--- src/hw/rtl/gcr_pkg.sv ---
// ----------------------------------------------------------------------------
// gcr_pkg: shared types and constants for the GC content ratio block
//   Payload structs for the symbol and result channels, base codes and the
//   one-hot sequencer states.
// ----------------------------------------------------------------------------
`default_nettype none

package gcr_pkg;

    // Width of the fixed-point result
    localparam int RATIO_BITS = 48;

    // ASCII codes of the counted bases (uppercase only)
    localparam logic [7:0] CHAR_A = 8'h41;
    localparam logic [7:0] CHAR_C = 8'h43;
    localparam logic [7:0] CHAR_G = 8'h47;
    localparam logic [7:0] CHAR_T = 8'h54;

    // One symbol transfer
    typedef struct packed {
        logic [7:0] symbol;
        logic       last_symbol;
    } gcr_in_t;

    // One result transfer
    typedef struct packed {
        logic [RATIO_BITS-1:0] ratio;
        logic                  divisor_zero;
        logic                  saturated;
    } gcr_out_t;

    // Sequencer states, one-hot
    typedef enum logic [3:0] {
        ST_IDLE  = 4'b0001,
        ST_SETUP = 4'b0010,
        ST_DIV   = 4'b0100,
        ST_DONE  = 4'b1000
    } gcr_state_t;

endpackage : gcr_pkg

`default_nettype wire

--- src/hw/rtl/gc_content_ratio_top.sv ---
// ----------------------------------------------------------------------------
// gc_content_ratio_top: GC content of a nucleotide sequence
//   Counts uppercase A/C/G/T bytes in saturating counters and, on the symbol
//   marked last, divides with a bit-serial restoring divider.
// ----------------------------------------------------------------------------
// Symbols are taken one per clock while counting. The symbol marked last is
// counted, then the block holds in_stall high while it forms numerator and
// denominator (ST_SETUP), makes COUNT_WIDTH + FRACTION_BITS + 1 quotient
// steps through the one shared subtractor of the restoring divider (ST_DIV),
// and places the result in the output register (ST_DONE). A zero divisor
// skips the quotient steps. ST_DONE waits while the output register still
// holds an earlier result that out_stall keeps back.
// The output register frees the symbol side: counting of the next sequence
// goes on while a result waits for out_stall to drop. Mode bit 1 (set
// via cfg_write/cfg_data) gives (G+C)/(A+C+G+T), 0 gives (A+T)/(G+C),
// both with FRACTION_BITS fraction bits, truncated and saturated to 48 bits.
`default_nettype none

module gc_content_ratio_top
    import gcr_pkg::*;
#(
    parameter int COUNT_WIDTH   = 32,
    parameter int FRACTION_BITS = 16
)
(
    input  wire logic     clk,
    input  wire logic     rst_n,
    // configuration
    input  wire logic     cfg_write,
    input  wire logic     cfg_data,
    // symbol channel
    input  wire logic     in_valid,
    output logic          in_stall,
    input  wire gcr_in_t  in_data,
    // result channel
    output logic          out_valid,
    input  wire logic     out_stall,
    output gcr_out_t      out_data
);

    localparam int NUMW  = COUNT_WIDTH + 1;          // numerator width
    localparam int DENW  = COUNT_WIDTH + 2;          // denominator width
    localparam int DIVW  = NUMW + FRACTION_BITS;     // dividend / quotient width
    localparam int QEXT  = (DIVW > RATIO_BITS) ? DIVW : RATIO_BITS;
    localparam int STEPW = $clog2(DIVW + 1);
    localparam logic [COUNT_WIDTH-1:0] COUNT_MAX = '1;

    // ------------------------------------------------------------------
    // Registers
    // ------------------------------------------------------------------
    gcr_state_t             state_reg, state_next;
    logic                   mode_reg, mode_next;
    logic [COUNT_WIDTH-1:0] cnt_reg [4];
    logic [COUNT_WIDTH-1:0] cnt_next [4];
    logic                   ovf_reg, ovf_next;
    logic [STEPW-1:0]       step_reg, step_next;
    logic                   out_valid_reg, out_valid_next;

    logic [DIVW-1:0]        dvd_reg, dvd_next;
    logic [DENW-1:0]        den_reg, den_next;
    logic [DENW-1:0]        rem_reg, rem_next;
    logic                   dz_reg, dz_next;
    logic                   sat_reg, sat_next;
    gcr_out_t               res_reg, res_next;

    // ------------------------------------------------------------------
    // Datapath signals
    // ------------------------------------------------------------------
    logic                   in_xfer;
    logic                   out_xfer;
    logic                   slot_free;
    logic [3:0]             hit;
    logic [COUNT_WIDTH-1:0] cnt_inc [4];
    logic [NUMW-1:0]        sum_at, sum_gc;
    logic [DENW-1:0]        sum_all;
    logic [DENW:0]          rem_trial, rem_diff;
    logic                   rem_ge;
    logic [QEXT-1:0]        quot_ext;
    logic                   clip;

    assign in_stall  = (state_reg != ST_IDLE);
    assign in_xfer   = in_valid && !in_stall;
    assign out_valid = out_valid_reg;
    assign out_data  = res_reg;
    assign out_xfer  = out_valid_reg && !out_stall;
    assign slot_free = !out_valid_reg || !out_stall;

    // base decode: index 0 A, 1 C, 2 G, 3 T
    assign hit[0] = in_xfer && (in_data.symbol == CHAR_A);
    assign hit[1] = in_xfer && (in_data.symbol == CHAR_C);
    assign hit[2] = in_xfer && (in_data.symbol == CHAR_G);
    assign hit[3] = in_xfer && (in_data.symbol == CHAR_T);

    // saturating increments
    always_comb
    begin
        for (int i = 0; i < 4; i++)
        begin
            cnt_inc[i] = (cnt_reg[i] != COUNT_MAX) ? cnt_reg[i] + 1'b1 : cnt_reg[i];
        end
    end

    // operand sums
    assign sum_at  = NUMW'(cnt_reg[0]) + NUMW'(cnt_reg[3]);
    assign sum_gc  = NUMW'(cnt_reg[1]) + NUMW'(cnt_reg[2]);
    assign sum_all = DENW'(sum_at) + DENW'(sum_gc);

    // one restoring step: bring down the next dividend bit, trial subtract
    assign rem_trial = {rem_reg, dvd_reg[DIVW-1]};
    assign rem_diff  = rem_trial - {1'b0, den_reg};
    assign rem_ge    = !rem_diff[DENW];

    // quotient sits in dvd_reg after the last step
    assign quot_ext = QEXT'(dvd_reg);
    assign clip     = |(quot_ext >> RATIO_BITS);

    // ------------------------------------------------------------------
    // Sequencer and next-state logic
    // ------------------------------------------------------------------
    always_comb
    begin
        state_next     = state_reg;
        mode_next      = cfg_write ? cfg_data : mode_reg;
        ovf_next       = ovf_reg;
        step_next      = step_reg;
        out_valid_next = out_xfer ? 1'b0 : out_valid_reg;
        dvd_next       = dvd_reg;
        den_next       = den_reg;
        rem_next       = rem_reg;
        dz_next        = dz_reg;
        sat_next       = sat_reg;
        res_next       = res_reg;
        for (int i = 0; i < 4; i++)
        begin
            cnt_next[i] = cnt_reg[i];
        end

        unique case (state_reg)
            ST_IDLE:
            begin
                for (int i = 0; i < 4; i++)
                begin
                    if (hit[i])
                    begin
                        cnt_next[i] = cnt_inc[i];
                        if (cnt_inc[i] == COUNT_MAX)
                        begin
                            ovf_next = 1'b1;
                        end
                    end
                end
                if (in_xfer && in_data.last_symbol)
                begin
                    state_next = ST_SETUP;
                end
            end

            ST_SETUP:
            begin
                // pick operands, clear the counts for the next sequence
                dvd_next  = {(mode_reg ? sum_gc : sum_at), FRACTION_BITS'(0)};
                den_next  = mode_reg ? sum_all : DENW'(sum_gc);
                rem_next  = '0;
                dz_next   = mode_reg ? (sum_all == '0) : (sum_gc == '0);
                sat_next  = ovf_reg;
                step_next = STEPW'(DIVW);
                ovf_next  = 1'b0;
                for (int i = 0; i < 4; i++)
                begin
                    cnt_next[i] = '0;
                end
                state_next = (mode_reg ? (sum_all == '0) : (sum_gc == '0)) ? ST_DONE : ST_DIV;
            end

            ST_DIV:
            begin
                rem_next  = rem_ge ? rem_diff[DENW-1:0] : rem_trial[DENW-1:0];
                dvd_next  = {dvd_reg[DIVW-2:0], rem_ge};
                step_next = step_reg - 1'b1;
                if (step_reg == STEPW'(1))
                begin
                    state_next = ST_DONE;
                end
            end

            ST_DONE:
            begin
                // hand the result over once the output register is free
                if (slot_free)
                begin
                    res_next.divisor_zero = dz_reg;
                    res_next.saturated    = sat_reg || (clip && !dz_reg);
                    if (dz_reg)
                    begin
                        res_next.ratio = '0;
                    end
                    else if (clip)
                    begin
                        res_next.ratio = '1;
                    end
                    else
                    begin
                        res_next.ratio = quot_ext[RATIO_BITS-1:0];
                    end
                    out_valid_next = 1'b1;
                    state_next     = ST_IDLE;
                end
            end

            default:
            begin
                state_next = ST_IDLE;
            end
        endcase
    end

    // ------------------------------------------------------------------
    // Control registers
    // ------------------------------------------------------------------
    always_ff @(posedge clk or negedge rst_n)
    begin
        if (!rst_n)
        begin
            state_reg     <= ST_IDLE;
            mode_reg      <= 1'b1;
            ovf_reg       <= 1'b0;
            step_reg      <= '0;
            out_valid_reg <= 1'b0;
            for (int i = 0; i < 4; i++)
            begin
                cnt_reg[i] <= '0;
            end
        end
        else
        begin
            state_reg     <= state_next;
            mode_reg      <= mode_next;
            ovf_reg       <= ovf_next;
            step_reg      <= step_next;
            out_valid_reg <= out_valid_next;
            for (int i = 0; i < 4; i++)
            begin
                cnt_reg[i] <= cnt_next[i];
            end
        end
    end

    // ------------------------------------------------------------------
    // Datapath registers
    // ------------------------------------------------------------------
    always_ff @(posedge clk)
    begin
        dvd_reg <= dvd_next;
        den_reg <= den_next;
        rem_reg <= rem_next;
        dz_reg  <= dz_next;
        sat_reg <= sat_next;
        res_reg <= res_next;
    end

`ifndef SYNTHESIS
    // sequencer stays one-hot
    a_state_onehot: assert property (@(posedge clk) disable iff (!rst_n)
        $onehot(state_reg))
        else $error("sequencer state not one-hot");

    // a zero divisor always reports a zero ratio
    a_dz_zero: assert property (@(posedge clk) disable iff (!rst_n)
        out_valid && out_data.divisor_zero |-> out_data.ratio == '0)
        else $error("divisor_zero result with nonzero ratio");

    // counts and overflow are cleared once the operands are taken
    a_setup_clear: assert property (@(posedge clk) disable iff (!rst_n)
        state_reg == ST_SETUP |=> cnt_reg[0] == '0 && cnt_reg[1] == '0 &&
                                  cnt_reg[2] == '0 && cnt_reg[3] == '0 && !ovf_reg)
        else $error("counts not cleared after setup");

    // the divider runs only with a nonzero denominator
    a_div_den: assert property (@(posedge clk) disable iff (!rst_n)
        state_reg == ST_DIV |-> den_reg != '0 && !dz_reg)
        else $error("divide step with zero denominator");
`endif

endmodule : gc_content_ratio_top

`default_nettype wire
--- config.mk ---
export PLATFORM = sky130hd
export DESIGN_NAME = gc_content_ratio_top
export DESIGN_NICKNAME = d
export VERILOG_FILES = /design/src/hw/rtl/gcr_pkg.sv /design/src/hw/rtl/gc_content_ratio_top.sv
export SDC_FILE = /design/constraint.sdc
export NUM_CORES = 1
export LEC_CHECK = 0
export ABC_AREA = 1
export BUFFER_PORTS_ARGS = -buffer_cell sky130_fd_sc_hd__buf_2
export CORE_MARGIN = 2
export CORE_UTILIZATION = 40
export DETAILED_ROUTE_END_ITERATION = 16
export GPL_TIMING_DRIVEN = 0
export SYNTH_ARGS = -nofsm -noshare
export SYNTH_HDL_FRONTEND = slang
export SYNTH_SLANG_ARGS = --single-unit
--- constraint.sdc ---
create_clock -name clk -period 4.9 [get_ports clk]
set_input_delay 0.245 -clock clk [delete_from_list [all_inputs] [get_ports clk]]
set_output_delay 0.245 -clock clk [all_outputs]
set_load 0.05 [all_outputs]
**Word level (Yosys, flattened, before mapping)**

Index checks and enable logic that the tools add are counted.

- Bits in registers: 310
- Input port bits: 15
- Word-level logic and storage cells: 111

- Add/subtract/negate cells: 9
- Equality and inequality tests: 25
- Mux-type cells: 34
- Reductions and logical operators: 25

Operator list:

| cell | number |
|---|---|
| 32-bit two-way mux | 8 |
| 128-bit case mux with 2 select lines | 1 |
| 32-bit by 1-bit adder with 32-bit output (second input constant) | 4 |
| 32-bit equality test (second input constant) | 4 |
| 32-bit != test (second input constant) | 4 |
| 49-bit case mux with 2 select lines | 1 |
| 34-bit case mux with 2 select lines | 1 |
| 32-bit by 32-bit adder with 33-bit output | 2 |
| 33-bit two-way mux | 2 |
| 48-bit two-way mux | 1 |
| 35-bit by 34-bit subtractor with 35-bit output | 1 |
| 33-bit by 33-bit adder with 34-bit output | 1 |
| 34-bit zero test | 1 |
| 34-bit two-way mux | 1 |
| 33-bit zero test | 1 |
| 8-bit by 7-bit equality test with 1-bit output (second input constant) | 4 |
| 4-bit two-way mux | 4 |
| 4-bit case mux with 4 select lines | 1 |
| 2-bit != test (second input constant) | 7 |
| 1-bit two-way mux | 12 |
| 6-bit case mux with 2 select lines | 1 |
| 2-bit AND reduction | 5 |
| 1-bit logical AND | 8 |
| 6-bit by 1-bit equality test with 1-bit output (second input constant) | 1 |
| 11 further kinds | 17 |

**Depth between registers and ports, before layout**

Gate-level depths: netlist (run 1).

- Depth after elaboration: 12
- Depth in mapped cells: 34
- Gate-level depth less buffers: 34

**Worst setup path after synthesis (run 1)**

OpenSTA, ideal clock, no wires.

- Kind: reg-to-reg
- Start: reg state_reg[2]
- End: reg dvd_reg[0] (enable)
- Setup time: 439 ps
- Data arrival time: 4,182 ps
- Required time: 4,461 ps
- Slack: 279 ps
- Stages on the path, launching flop included: 6
- Path buffers: 0
- Period minus slack after synthesis: 4,621 ps
- Path through: dfrtp_1 > inv_1 > nand2_1 > nor3_2 > nor2_1 > inv_1

- Word-level cells in the longest chain between the ends: 2

Ends and longest elaborated chain:

| what | line | source |
|---|---|---|
| from (decl) | gc_content_ratio_top.sv:51 | `gcr_state_t state_reg, state_next;` |
| from (signal assigned) | gc_content_ratio_top.sv:236 | `state_reg <= state_next;` |
| 4-bit by 3-bit equality test with 1-bit output / 4-bit by 2-bit equality test with 1-bit output (equally long branches) | gc_content_ratio_top.sv:138 | `unique case (state_reg)` |
| 2-bit nonzero test (no source line) (*) | -- |  |
| to (signal assigned) | gc_content_ratio_top.sv:253 | `dvd_reg <= dvd_next;` |
| to (decl) | gc_content_ratio_top.sv:59 | `logic [DIVW-1:0] dvd_reg, dvd_next;` |

Mark *: on every way between the ends. The rest lies on a longest branch, timed or not.
A chain may end at the register's enable or synchronous reset.

**Final worst setup path (run 1)**

- Start: reg cnt_reg[18] (netlist name)
- End: reg state_reg[3]

- Word-level cells in the longest chain between the ends: 6

Ends and longest elaborated chain:

| what | line | source |
|---|---|---|
| from (decl) | gc_content_ratio_top.sv:53 | `logic [COUNT_WIDTH-1:0] cnt_reg [4];` |
| from (signal, indexed assignment) | gc_content_ratio_top.sv:243 | `cnt_reg[i] <= cnt_next[i];` |
| 32-bit by 32-bit adder with 33-bit output | gc_content_ratio_top.sv:104 | `assign sum_at = NUMW'(cnt_reg[0]) + NUMW'(cnt_reg[3]);` |
| 33-bit by 33-bit adder with 34-bit output | gc_content_ratio_top.sv:106 | `assign sum_all = DENW'(sum_at) + DENW'(sum_gc);` |
| 34-bit zero test | gc_content_ratio_top.sv:172 | `state_next = (mode_reg ? (sum_all == '0) : (sum_gc == '0)) ? ST_DONE : ST_DIV;` |
| 1-bit two-way mux | gc_content_ratio_top.sv:172 |  |
| 4-bit two-way mux | gc_content_ratio_top.sv:172 |  |
| 4-bit case mux with 4 select lines | gc_content_ratio_top.sv:138 |  |

No other way between the ends.

==> impl_metrics.ini, run 1 <==
[global_routing]
grt_util_met1_pct = 37.9
grt_pass1_vias = 23700
grt_max_degree = 82
grtUsageMet3_pct = 2.92
grt_util_all_layers_pct = 26.1
grt_pass1_wl_mm = 136
antenna_found_initial = 1
use_met2_pct = 40.4
grt_busiest_layer = met2
grt_overflow = 0

[pwr]
seq_power_share_pct = 28.2
vdd_drop_max_mv = 0.289
powerDensity_nw_per_um2 = 487
swShare_pct = 47.4
p_switching_mw = 6.71
intPower_mw = 7.45
p_clk_share_pct = 21.6
p_comb_share_pct = 50.3
total_power_mw = 14.2
p_leak_nw = 13.7

[place]
gp_congestion = 1.01
port-buffer-count = 66
dpl_worst_slack_ps = -221
place_hpwl_mm = 72.0

[layout]
nNetsFinal = 4112
final_util_pct = 45.3
final_common_cell = nand2_1
largest_reg_flops = 128
num-fill-cells = 6847
layout_common_cells = nand2_1, inv_1, nor2_1
syn2layout_area_growth_pct = 12.4
drive_gt1_share_pct = 6.98

[critical_path]
r2r-end = state_reg[3]
path_class = reg2reg
cp-end-kind = register
reg2reg_depth = 23
regToRegStartpoint = cnt_reg[18]
rrSetupSlack_ps = 320
crit_required_ps = 5390
critPathArrivalTime_ps = 5070
path_max_fanout = 5
start_kind = register

[floorplan]
dieArea_um2 = 66700
ioPinCount = 67
initial_core_util_pct = 40.3
die_w_um = 258
core-area_um2 = 64200
std_cell_rows = 93
die_h_um = 258

[synthesis]
synth_cells = 3832
ys_ff_latch = 310
syn-cell-area_um2 = 25900
ys_types = 55
synth_warnings = 0
avgSynthCellArea_um2 = 6.75
synth-seq-area-share_pct = 33.3
synth_nets = 3988

[min_path]
whs_path_depth = 5
min_path_type = in2reg
min_to = state_reg[1]
hold_start = in_valid

[detailed_routing]
drt_iter0_drc = 2519
vias_per_cell = 5.29
vias = 25600
drtAntennaViolNets = 0
drcViolationCount = 0
avgRoutedWirePerCell_um = 18.2
dr.pass1.iters = 8
routed_wl_mm = 88.3

[timing]
rsz0062_at_grt = false
hold_viol_final = 0
max_freq_mhz = 218
finalWorstSetupSlack_ps = 322
maxSlewViolCount = 0
slew_headroom_pct = 15.9
tns_ps = 0
fin_skew_ps = 30.7
finalCriticalPeriod_ps = 4580
post-route-period-util_pct = 93.4
setup_viol = 0
worst_pin_slew_ps = 1250

[clocking]
cts-root-buf = clkbuf_16
cts-buffers-inserted = 39
clockBufferDepth = 3
cts_tree = done
cts_sinks = 310
cts.htree.levels = 2
clkTransAtPathRegs_ps = 60
clock_latency_ps = 570

[job]
max_cap_viol_count = 0

[status]
status = finished clean
layer usage:
metal / routed length (um) / vias up
li1: - / 12700
met2: 38100 / 818
met3: 5560 / 158
met5: 0 / -
met4: 3110 / 0
met1: 41500 / 11900
critical path, cell delays in order, from the launching register on:
cell and delay, ps:
dfrtp_1 480, ha_1 450, nand2_1 160, nor4_1 380
nand3b_1 120, nand3_1 200, a21oi_1 120, xnor2_1 450
ha_1 380, inv_1 90, o21ai_0 170, nor2_1 160
nand2_1 70, a21oi_1 170, nand2_1 70, nand2_1 60
nand2_1 100, nor2_1 140, nand3_1 90, nor2_1 110
nand3_1 180, nand3_2 170, nand2_1 80, nand2_1 70
per-stage QoR:
stage	instance area, um^2	std cells	hold slack (ps)
final	29100	4840	90.3
after global routing	29100	4839	84.4
after CTS	28800	4831	42.6
after detailed placement	27400	4758	304
after global placement	27300	4753	434
after floorplan	25900	3832	-50.6
power by group through the flow:
stage	clock (mW)	sequential (mW)	combinational [mW]
after floorplan	0	3.76	4.68
after global placement	0	4.05	6.76
after detailed placement	0	4.03	6.80
after CTS	3.12	3.98	6.85
after global routing	3.21	4.03	7.84
final	3.05	3.99	7.11
cells by family after synthesis:
logic type,count (synthesis),share of synthesized area (%)
adders and majority gates,141,6.94
xor gates and xnor gates,151,5.11
buffers and inverters,659,9.82
and+or+nand+nor,1952,31.6
AOI/OAI and AO/OA,619,13.2
DFF,310,33.3
timing repair:
action	CTS	global route
hold buffers	3	0
setup buffers	1	8
setup endpoints to repair	3	4
pin swaps	1	3
resized for setup	3	45
endpoints found under the hold margin	61	0
worst max-delay path by stage:
stage / from / to / slack (ps)
5_1_grt: cnt_reg[64] / state_reg[3] / 1
3_5_place_dp: cnt_reg[0] / state_reg[3] / -220
6_report: cnt_reg[18] / state_reg[3] / 320
2_1_floorplan: state_reg[2] / dvd_reg[0] / 280
4_1_cts: cnt_reg[0] / state_reg[3] / 4
3_3_place_gp: state_reg[2] / rem_reg[21] / -2360
cell type report:
class | count | area [um^2] | area share (%)
flip-flops and latches | 310 | 8610 | 29.6
clock buffers | 48 | 1050 | 3.61
clock inverters | 21 | 287 | 0.986
well taps | 855 | 1070 | 3.68
inverters | 587 | 2210 | 7.60
plain buffers | 72 | 337 | 1.16
diodes | 1 | 2.50 | 0.00861
repair buffers | 83 | 564 | 1.94
multi-input cells | 2863 | 14900 | 51.4
synth_stat cells, drive strengths merged:
cell type	n	area (um^2)
dfstp	2	52.6
xor2	114	998
clkbuf	44	165
nand4	52	332
o22ai	39	244
clkinv	2	7.51
and2	3	18.8
fa	4	80.1
nand3	199	1020
nor3	95	532
a22o	19	166
nor3b	2	15.0
a21oi	218	1090
a211oi	1	7.51
a31oi	19	119
buf	28	171
edfxtp	169	5070
xnor2	37	324
a21o	16	120
a21boi	9	67.6
ha	137	1710
o31ai	2	15.0
inv	585	2200
nand3b	14	105
nor2	423	1670
o21bai	16	124
and3	2	12.5
dfrtp	139	3480
o21a	3	22.5
o21ai	260	1310
o211ai	13	97.6
or2	5	31.3
o221ai	2	17.5
nand2	1146	4360
nor4	11	83.8
o211a	2	20.0
Note: power is estimated with default switching activity, not from simulation.
==> inputs of run 2 (changes only) <==
- CORE_UTILIZATION: 40 -> 58
- PLACE_DENSITY: default -> 0.78
==> run 2 against run 1 <==
Hold slack worse by 64 ps. Clock skew up 2.3 ps. Largest cell class unchanged. Maximum frequency is 1.9% lower. Cell count down 5.5%. Design area fell by 1.2%.
==> impl_metrics.ini, run 2 (synthesis results as in run 1) <==
[global_routing]
grt_overflow = 0
grt_pass1_wl_mm = 131
antenna_found_initial = 1
grt_max_degree = 73
grt_pass1_vias = 24100
grt_util_all_layers_pct = 35.9

[place]
port-buffer-count = 66
gp_congestion = 1.07
dp_cells = 4495
place_hpwl_mm = 67.1

[layout]
nNetsFinal = 4110
n_antenna_cell = 0
drive_gt1_share_pct = 6.71
num-fill-cells = 4115
syn2layout_area_growth_pct = 11.0
multi_input_area_um2 = 14900
layout_common_cells = nand2_1, inv_1, nor2_1
final_cell_count_no_fill = 4574
largest_reg_flops = 128
final_common_cell = nand2_1
register_area_um2 = 8610

[critical_path]
cpMostUsedCell = nand3_1
path_class = reg2reg
regToRegStartpoint = cnt_reg[0]
reg2reg_depth = 26
crit_path_max_incr_delay_ps = 420
start_kind = register
rrSetupSlack_ps = 230
slowest_stage = dfrtp_2
path_max_fanout = 5
critPathArrivalTime_ps = 5110
r2r-end = state_reg[2]
cp-end-kind = register
crit_required_ps = 5350

[detailed_routing]
dr.pass1.iters = 7
wirelength_met1_mm = 36.3
drtAntennaViolNets = 0
avgRoutedWirePerCell_um = 18.3
dr_wl_met3_mm = 7.96
dr_wl_met2_mm = 35.2
drcViolationCount = 0
routed_wl_mm = 83.8
highest_layer = met5
vias_per_cell = 5.70
vias = 26100
drt_iter0_drc = 2787

[timing]
fin_skew_ps = 33.0
max_freq_mhz = 214
maxSlewViolCount = 0
finalCriticalPeriod_ps = 4670
hold_viol_final = 0
tns_ps = 0
setup_viol = 0
post-route-period-util_pct = 95.2
slew_headroom_pct = 19.6
worst_pin_slew_ps = 1200

[clocking]
clkTransAtPathRegs_ps = 60
cts_sinks = 310
cts.htree.levels = 2
cts_tree = done
cts-root-buf = clkbuf_16
cts-buffers-inserted = 37
clock_latency_ps = 580
clockBufferDepth = 3

[floorplan]
core-area_um2 = 44100
die_w_um = 215
dieArea_um2 = 46300
std_cell_rows = 77
die_h_um = 215
ioPinCount = 67
initial_core_util_pct = 58.6

[min_path]
whs_path_depth = 2
hold_start = cfg_write
min_path_type = in2reg
min_to = mode_reg

[status]
status = finished clean

[pwr]
swShare_pct = 47.0
p_switching_mw = 6.69
seq_power_share_pct = 28.1
powerDensity_nw_per_um2 = 495
vdd_drop_max_mv = 0.368
p_clk_share_pct = 22.2
intPower_mw = 7.53
p_comb_share_pct = 49.7
p_leak_nw = 13.7

[job]
max_cap_viol_count = 0
[run 2: changes by cell type in the layout (fill, tap and decap cells not counted), moves of 4 or more]
cell and delta:
ha_1 +7, clkbuf_8 +4, ha_2 -4, clkinv_2 -5, a21oi_1 -4, a21oi_2 +4
[run 2: layout make-up]
cell class              instances  area share (%)
plain buffers                  72            1.17
clock inverters                15            1.00
inverters                     587            7.68
repair buffers                 83            1.97
well taps                     592            2.58
flip-flops and latches        310            30.0
multi-input cells            2863            51.8
clock buffers                  52            3.85
[run 2: worst max-delay path by stage]
stage	start	end	slack, ps
finish	cnt_reg[0]	state_reg[2]	230
global route	cnt_reg[0]	state_reg[3]	-20
CTS	cnt_reg[2]	dz_reg	20
detailed placement	cnt_reg[0]	dz_reg	-90
global placement	state_reg[2]	dvd_reg[47]	-2030
floorplan	state_reg[2]	dvd_reg[0]	280
[run 2: power groups by stage]
stage               clock (mW)  combinational (mW)  sequential [mW]
floorplan                    0                4.68             3.76
global placement             0                6.63             4.02
detailed placement           0                6.72             4.01
CTS                       3.18                6.79             3.96
global route              3.27                7.74             4.03
finish                    3.16                7.06             3.99
[run 2: layer usage]
layer / global-route usage [%] / vias up
met5: 0 / -
met2: 54.3 / 1276
met4: 16.3 / 2
met1: 50.0 / 11800
li1: - / 12700
met3: 6.77 / 248
[run 2: per-stage QoR]
stage               power [mW]  cell area (um^2)  worst slack, ps  util, %  hold slack [ps]
floorplan                 8.44             25900              279        -            -50.6
global route              15.0             28700            -24.4     65.1             37.9
finish                    14.2             28700              233     65.1             26.2
global placement          10.6             26900            -2030     61.1              435
detailed placement        10.7             27100            -86.8     61.4              307
CTS                       13.9             28500             17.3     64.7             14.3
[run 2: worst max-delay path, delay by kind of cell, from the launching register on]
| family | cells | cell delay (ps) |
|---|---|---|
| fa+ha+maj | 3 | 980 |
| compound gates | 3 | 530 |
| buf+inv | 5 | 460 |
| flops | 1 | 420 |
| xor+xnor | 1 | 340 |
| simple gates | 14 | 1840 |
[run 2: repair_timing]
item,CTS,global route
setup buffers,0,9
gates resized for setup,4,30
gates cloned,0,0
endpoints found under the hold margin,70,0
pin swaps,0,5
setup endpoints to repair,3,11
hold buffers,3,0
